**src/design/cau_pkg.sv**
```systemverilog
// cau_pkg: shared types and constants of the complex arithmetic unit
// no dependencies; used by every module of the unit
`default_nettype none

package cau_pkg;

  localparam int unsigned DataWidthDef = 32;
  localparam int unsigned FracBitsDef  = 16;

  typedef enum logic [2:0] {
    KIND_ADD   = 3'd0,
    KIND_SUB   = 3'd1,
    KIND_MUL   = 3'd2,
    KIND_DIV   = 3'd3,
    KIND_SQR   = 3'd4,
    KIND_RECIP = 3'd5,
    KIND_NEG   = 3'd6,
    KIND_CMP   = 3'd7
  } kind_e;

  // control that travels with each word down the pipeline
  typedef struct packed {
    logic valid;
    logic is_div;
    logic dz;
    logic eq;
    logic ovf_re;
    logic ovf_im;
    logic neg_re;
    logic neg_im;
  } ctl_t;

endpackage

`default_nettype wire

```
**src/design/cau_div_stage.sv**
```systemverilog
// cau_div_stage: one restoring-division step for both parts, one quotient bit
// depends on cau_pkg
`default_nettype none

module cau_div_stage #(
  parameter int unsigned W    = cau_pkg::DataWidthDef,
  parameter int unsigned NW   = 3 * W + 2 * cau_pkg::FracBitsDef + 2,
  parameter int unsigned DENW = 2 * W,
  parameter int unsigned BIT  = 0
) (
  input  wire                  clk_i,
  input  wire                  rst_ni,
  input  wire                  en_i,
  input  wire cau_pkg::ctl_t   ctl_i,
  input  wire logic [NW-1:0]   rem_re_i,
  input  wire logic [NW-1:0]   rem_im_i,
  input  wire logic [W-1:0]    q_re_i,
  input  wire logic [W-1:0]    q_im_i,
  input  wire logic [DENW-1:0] den_i,
  output cau_pkg::ctl_t        ctl_o,
  output logic [NW-1:0]        rem_re_o,
  output logic [NW-1:0]        rem_im_o,
  output logic [W-1:0]         q_re_o,
  output logic [W-1:0]         q_im_o,
  output logic [DENW-1:0]      den_o
);

  logic [NW-1:0] den_sh, rem_re_d, rem_im_d;
  logic [W-1:0]  q_re_d, q_im_d;
  logic          take_re, take_im;

  // non-divide words ride through untouched
  always_comb begin
    den_sh   = NW'(den_i) << BIT;
    take_re  = ctl_i.is_div && (rem_re_i >= den_sh);
    take_im  = ctl_i.is_div && (rem_im_i >= den_sh);
    rem_re_d = take_re ? rem_re_i - den_sh : rem_re_i;
    rem_im_d = take_im ? rem_im_i - den_sh : rem_im_i;
    q_re_d   = q_re_i;
    q_im_d   = q_im_i;
    q_re_d[BIT] = take_re;
    q_im_d[BIT] = take_im;
  end

  always_ff @(posedge clk_i or negedge rst_ni) begin
    if (!rst_ni) begin
      ctl_o <= '0;
    end else if (en_i) begin
      ctl_o <= ctl_i;
    end
  end

  always_ff @(posedge clk_i) begin
    if (en_i) begin
      rem_re_o <= rem_re_d;
      rem_im_o <= rem_im_d;
      q_re_o   <= q_re_d;
      q_im_o   <= q_im_d;
      den_o    <= den_i;
    end
  end

endmodule

`default_nettype wire

```
**config.mk**
```make
export PLATFORM = sky130hd
export DESIGN_NAME = cau_div_stage
export DESIGN_NICKNAME = d
export VERILOG_FILES = /design/src/design/cau_pkg.sv /design/src/design/cau_div_stage.sv
export SDC_FILE = /design/constraint.sdc
export NUM_CORES = 1
export LEC_CHECK = 0
export CAP_MARGIN = 20
export CORE_AREA = 2 2 308 310
export CTS_BUF_LIST = sky130_fd_sc_hd__clkbuf_4
export CTS_CLUSTER_SIZE = 12
export DETAILED_ROUTE_END_ITERATION = 8
export DIE_AREA = 0 0 310 312
export DONT_BUFFER_PORTS = 1
export PLACE_DENSITY = 0.43
export SLEW_MARGIN = 20
export SYNTH_ARGS = -nofsm -noshare
export SYNTH_HDL_FRONTEND = slang
export SYNTH_SLANG_ARGS = --single-unit
```
**constraint.sdc**
```tcl
create_clock -name clk_i -period 0.9 [get_ports clk_i]
set_clock_uncertainty 0.15 [all_clocks]
set_input_delay 0.18 -clock clk_i [delete_from_list [all_inputs] [get_ports clk_i]]
set_output_delay 0.18 -clock clk_i [all_outputs]
set_load 0.1 [all_outputs]
```
# Yosys cells after proc, flatten, opt, wreduce, memory -nomap -nowiden
# Cells that the tools add are included.
[totals]
ff_bits = 396
output_inout_bits = 396
[op_classes]
addsub = 2
n_lt_le_gt_ge = 2
n_mux = 2
n_reduce_logical = 2
[op_table]
columns = ["cell", "n"]
rows = [
  ["$ge 130x64->1", 2],
  ["$mux 130", 2],
  ["$sub 130x64->130", 2],
  ["$logic_and 1x1->1", 2],
]

# Longest topological paths before layout
[logic_depth]
word_depth = 3
depth_mapped = 15
ltp_nobuf = 14

# Worst setup path before layout
# Ideal clock, no wire load.
[synth_path]
path_type = "input port to flip-flop"
start = "in den_i[14]"
end = "reg rem_im_o[93], data pin"
t_arrival_ns = 3.151
required_ns = 0.492
setup_slack_ns = -2.659
path_stages = 14
path_buffers = 2
path_cell_list = "inv_1 ha_1 buf_2 a21oi_2 o21ai_0 a2111o_1 o31a_1 a31o_2 a221oi_2 a2bb2oi_1 o211a_1 buf_2 nand3_1 xnor2_1"
[synth_via]
elab_chain_cells = 3
[synth_rtl]
columns = ["item", "line", "rtl"]
rows = [
  ["start, declared", "cau_div_stage.sv:19", "input wire logic [DENW-1:0] den_i,"],
  ["$ge 130x64->1", "cau_div_stage.sv:36", "take_im = ctl_i.is_div && (rem_im_i >= den_sh);"],
  ["$logic_and 1x1->1", "cau_div_stage.sv:36", ""],
  ["$mux 130 (*)", "cau_div_stage.sv:38", "rem_im_d = take_im ? rem_im_i - den_sh : rem_im_i;"],
  ["net rem_im_d[93]", "cau_div_stage.sv:28", "logic [NW-1:0] den_sh, rem_re_d, rem_im_d;"],
  ["end signal, assigned", "cau_div_stage.sv:56", "rem_im_o <= rem_im_d;"],
  ["end, declared", "cau_div_stage.sv:22", "output logic [NW-1:0] rem_im_o,"],
]
# Mark *: on every way through the listed nets, which the timed path passes. The rest lies on a longest branch.
# A chain may end at the register's enable or synchronous reset.

# Final worst setup path
[layout_path]
start = "in rem_im_i[34]"
end = "reg rem_im_o[122], data pin"
[layout_via]
elab_chain_cells = 3
[layout_rtl]
columns = ["item", "line", "rtl"]
rows = [
  ["start, declared", "cau_div_stage.sv:16", "input wire logic [NW-1:0] rem_im_i,"],
  ["$ge 130x64->1", "cau_div_stage.sv:36", ""],
  ["$logic_and 1x1->1", "cau_div_stage.sv:36", ""],
  ["net take_im", "cau_div_stage.sv:30", "logic take_re, take_im;"],
  ["$mux 130", "cau_div_stage.sv:38", ""],
  ["net rem_im_d[122]", "cau_div_stage.sv:28", ""],
]
# The timed path passes the listed nets, and every way through them passes these cells.

==> impl_summary.txt <==
----------------------------------------------------
[Run status]
  Run status ... finished, violations left
  Failing checks ... hold timing, slew limit, setup timing

[GRT]
  Maximum number of pins on one net before global-route repair ... 397
  GRT Residual Overflow ... 0
  Number of antenna violations at the first check in global routing ... 19
  First-pass GRT wire length ... 188000 um
  Via count of the first global-routing pass ... 28.2k
  Global Route Usage Sum ... 0.265

[Logic synthesis]
  Mapped Nets ... 3066
  Count of flip-flops with a built-in enable after synthesis ... 388
  Number of cells produced by synthesis ... 2537
  Portion of netlist area occupied by mux cells ... 0.00449
  Adder-Cell Fraction of Synth Area ... 0.0654
  Share of synthesized cell area in and, or, nand and nor gates ... 0.182
  Top cells by area, synth ... sky130_fd_sc_hd__edfxtp_1 (46%), sky130_fd_sc_hd__ha_1 (6.4%), sky130_fd_sc_hd__xnor2_1 (4.7%), sky130_fd_sc_hd__a21oi_1 (4.5%), sky130_fd_sc_hd__xor2_1 (4.0%)
  Unique masters post-synth ... 91
  Register area share after synthesis ... 0.472
  Share of the synthesized area in compound gates (AO/OA/AOI/OAI) ... 0.153
  Post-synthesis sequential element count ... 396
  Ys Warns ... 0
  Post-synthesis xor/xnor area fraction ... 0.0869
  Cell accounting for the most synthesized area ... sky130_fd_sc_hd__edfxtp_1
  Dominant cell by count in the synthesized netlist ... sky130_fd_sc_hd__edfxtp_1
  Async S/R FF share, synth ... 0.0202
  Main combinational cell family by area after synthesis ... simple AND/OR/NAND/NOR gates
  Avg Cell Area, Syn ... 9.89 um2
  Top cells by count, synth ... sky130_fd_sc_hd__edfxtp_1 (388), sky130_fd_sc_hd__nand2_1 (255), sky130_fd_sc_hd__a21oi_1 (227)
  Total standard cell area after synthesis ... 25100 um2
  Proportion of netlist area held by the largest area contributor ... 0.464
  Dominant synthesized flop cell ... sky130_fd_sc_hd__edfxtp_1

[Setup path]
  Nature of the critical path startpoint ... input pin
  CP endpoint kind ... flip-flop
  Data arrival at the endpoint of the critical path ... 3.53 ns
  Worst path top cell family by delay ... compound AO/OA/AOI/OAI gates
  Master of the slowest instance on the critical path ... sky130_fd_sc_hd__dlygate4sd3_1
  Maximum net fanout on the critical path ... 8
  Buffers and inverters on the worst path ... 6
  Maximum cell stage delay along the critical path ... 0.63 ns
  Critical setup path kind ... input pin to flip-flop
  Required time reported for the critical path endpoint ... 1.48 ns
  Crit-path cells ... dlygate4sd3_1, ha_1, a21oi_2, buf_4, o21ai_1, a21oi_2, o21ai_1, a211oi_2, o31ai_4, o21ai_4, buf_12, clkinv_16, o2111ai_4, buf_12, buf_6, nor3_4, xor2_1

[Power]
  Static leakage ... 20.4 nW
  Pwr/cell area ... 1560 nW/um2
  Worst-case vdd ir drop ... 1050 uV

[Place]
  Inst Count DP ... 4891
  DP Worst Slack ... -3.28 ns
  RePlAce Congestion ... 0.930
  Area after DPL ... 41200 um2
  Quantity of I/O buffers inserted on ports ... 0
  Hpwl dp ... 103000 um

[Final layout]
  Synthesis-to-finish area growth ... 98.2%
  Proportion of layout cells with a drive suffix above 1 ... 0.489
  Filler Cell Count ... 8102
  Final cell area excluding filler cells ... 49700 um2
  Final net count ... 4632
  Number of cells in the finished layout apart from fillers ... 5461

[Detailed routing]
  Detail Route Antenna Nets ... 0
  Via Count ... 27.4k
  Number of optimization iterations in the first detailed-route pass ... 5
  WL final ... 135000 um
  Violation count after the first detailed-routing iteration ... 1625
  DRC Markers ... 0
  Routed wire length per instance ... 24.7 um
  Number of vias per cell ... 5.02

[Timing]
  Setup TNS ... -958.07 ns
  Slew Limit Headroom ... -0.556
  Final min period ... 2.95 ns
  Worst-Margin Slew ... 2.33 ns
  Unrepaired setup endpoints after global routing ... yes
  Final number of max-transition violations ... 216
  Hold violation total from the final report ... 495
  Final hold slack ... -0.902 ns
  Final setup margin ... -2.05 ns
  Highest clock rate ... 0.340 GHz
  Final-report setup violation count ... 836
  Ratio of final minimum period to clock period ... 3.27

[Die]
  Core box area ... 93000 um2
  Die height ... 312 um
  FP Rows ... 112
  Top Ports ... 795
  Initial cell density of the core ... 0.270
  Die Width ... 310 um
  Die area ... 96700 um2

[Run]
  Max-Cap Viols ... 0

[Clocking]
  Number of buffers on the longest clock path ... 3
  CTS H-Tree Depth ... 3
  Number of sinks on the clock net ... 396
  Worst-path clk slew ... 0.07 ns
  CTS tree ... built
  Latest clock arrival within the worst-skew pair ... 0.99 ns
  Clock Tree Root ... sky130_fd_sc_hd__clkbuf_4
  Inserted Clock Buffers ... 118

[Min path]
  Class of the worst hold path ... input pin to flip-flop

----------------------------------------------------
==> power breakdown <==
group          leakage, nW  internal, W  switching [W]  total, W
sequential            3.89       0.0225        0.00156    0.0240
clock                0.833      0.00837        0.00881    0.0172
combinational         15.7       0.0145         0.0216    0.0361
total                 20.4       0.0454         0.0320    0.0773
==> routing by layer <==
metal,global-route usage,wire length (um)
met5,0,122
met3,0.0804,10800
met2,0.459,66500
met1,0.306,51900
met4,0.0975,5430
==> flip-flops by register name, indices dropped and copies added (netlist names) <==
signal,cells
rem_re_o,130
q_im_o,32
rem_im_o,130
q_re_o,32
den_o,64
ctl_o,8
==> placed cells by master (no fill, tap or decap), types with 84 or more instances in the layout <==
master / instances
sky130_fd_sc_hd__a21oi_1: 163
sky130_fd_sc_hd__buf_4: 798
sky130_fd_sc_hd__clkbuf_4: 157
sky130_fd_sc_hd__buf_12: 427
sky130_fd_sc_hd__edfxtp_1: 388
sky130_fd_sc_hd__xor2_1: 112
sky130_fd_sc_hd__xnor2_1: 119
sky130_fd_sc_hd__inv_1: 92
sky130_fd_sc_hd__nor2_1: 139
sky130_fd_sc_hd__ha_1: 84
sky130_fd_sc_hd__dlygate4sd3_1: 199
sky130_fd_sc_hd__o21ai_0: 90
sky130_fd_sc_hd__nand2_1: 203
==> cells by family (layout without fill, tap and decap cells) <==
family | after synthesis | after routing
xor gates and xnor gates | 249 | 249
AOI/OAI and AO/OA | 630 | 631
buffers and inverters | 217 | 1867
DFF | 396 | 396
adders and majority gates | 130 | 130
muxes | 10 | 10
and+or+nand+nor | 905 | 905
other | 0 | 19
==> per-stage QoR <==
stage,total power (W),util
floorplan,0.0424,-
global placement,0.0566,0.443
detailed placement,0.0567,0.443
CTS,0.0766,0.508
global route,0.0804,0.534
finish,0.0773,0.534
==> path summary, 6_finish.rpt <==
check / start / to / slack [ns] / depth (start not counted)
setup / recovery: rem_im_i[34] / rem_im_o[122] / -2.05 / 17
max in group asynchronous: rst_ni / ctl_o[4] / 0.38 / 2
hold / removal: den_i[28] / den_o[28] / -0.90 / 0
setup reg to reg: ctl_o[3] / ctl_o[3] / -0.08 / 1
hold reg to reg: ctl_o[0] / ctl_o[0] / 0.43 / 1
min in group asynchronous: rst_ni / ctl_o[2] / -0.07 / 2
==> layout make-up <==
| type | count | area [um2] | share of cell area |
|---|---|---|---|
| Inverter | 112 | 532 | 0.0107 |
| Clock inverter | 48 | 239 | 0.00481 |
| Tap cell | 1254 | 1570 | 0.0316 |
| Clock buffer | 157 | 1180 | 0.0237 |
| Sequential cell | 396 | 11900 | 0.238 |
| Antenna cell | 19 | 47.5 | 0.000956 |
| Multi-Input combinational cell | 1925 | 15800 | 0.319 |
| Timing Repair Buffer | 1550 | 18500 | 0.371 |
==> what timing repair did <==
action                                  CTS  global route
endpoints found under the setup margin  666           666
endpoints found under the hold margin   792           730
hold buffers                            195            29
resized for setup                       343           373
buffers inserted                         62            46
pin swaps                                75           141
gates cloned                             23             9
Power figures use the tool's default switching activity.
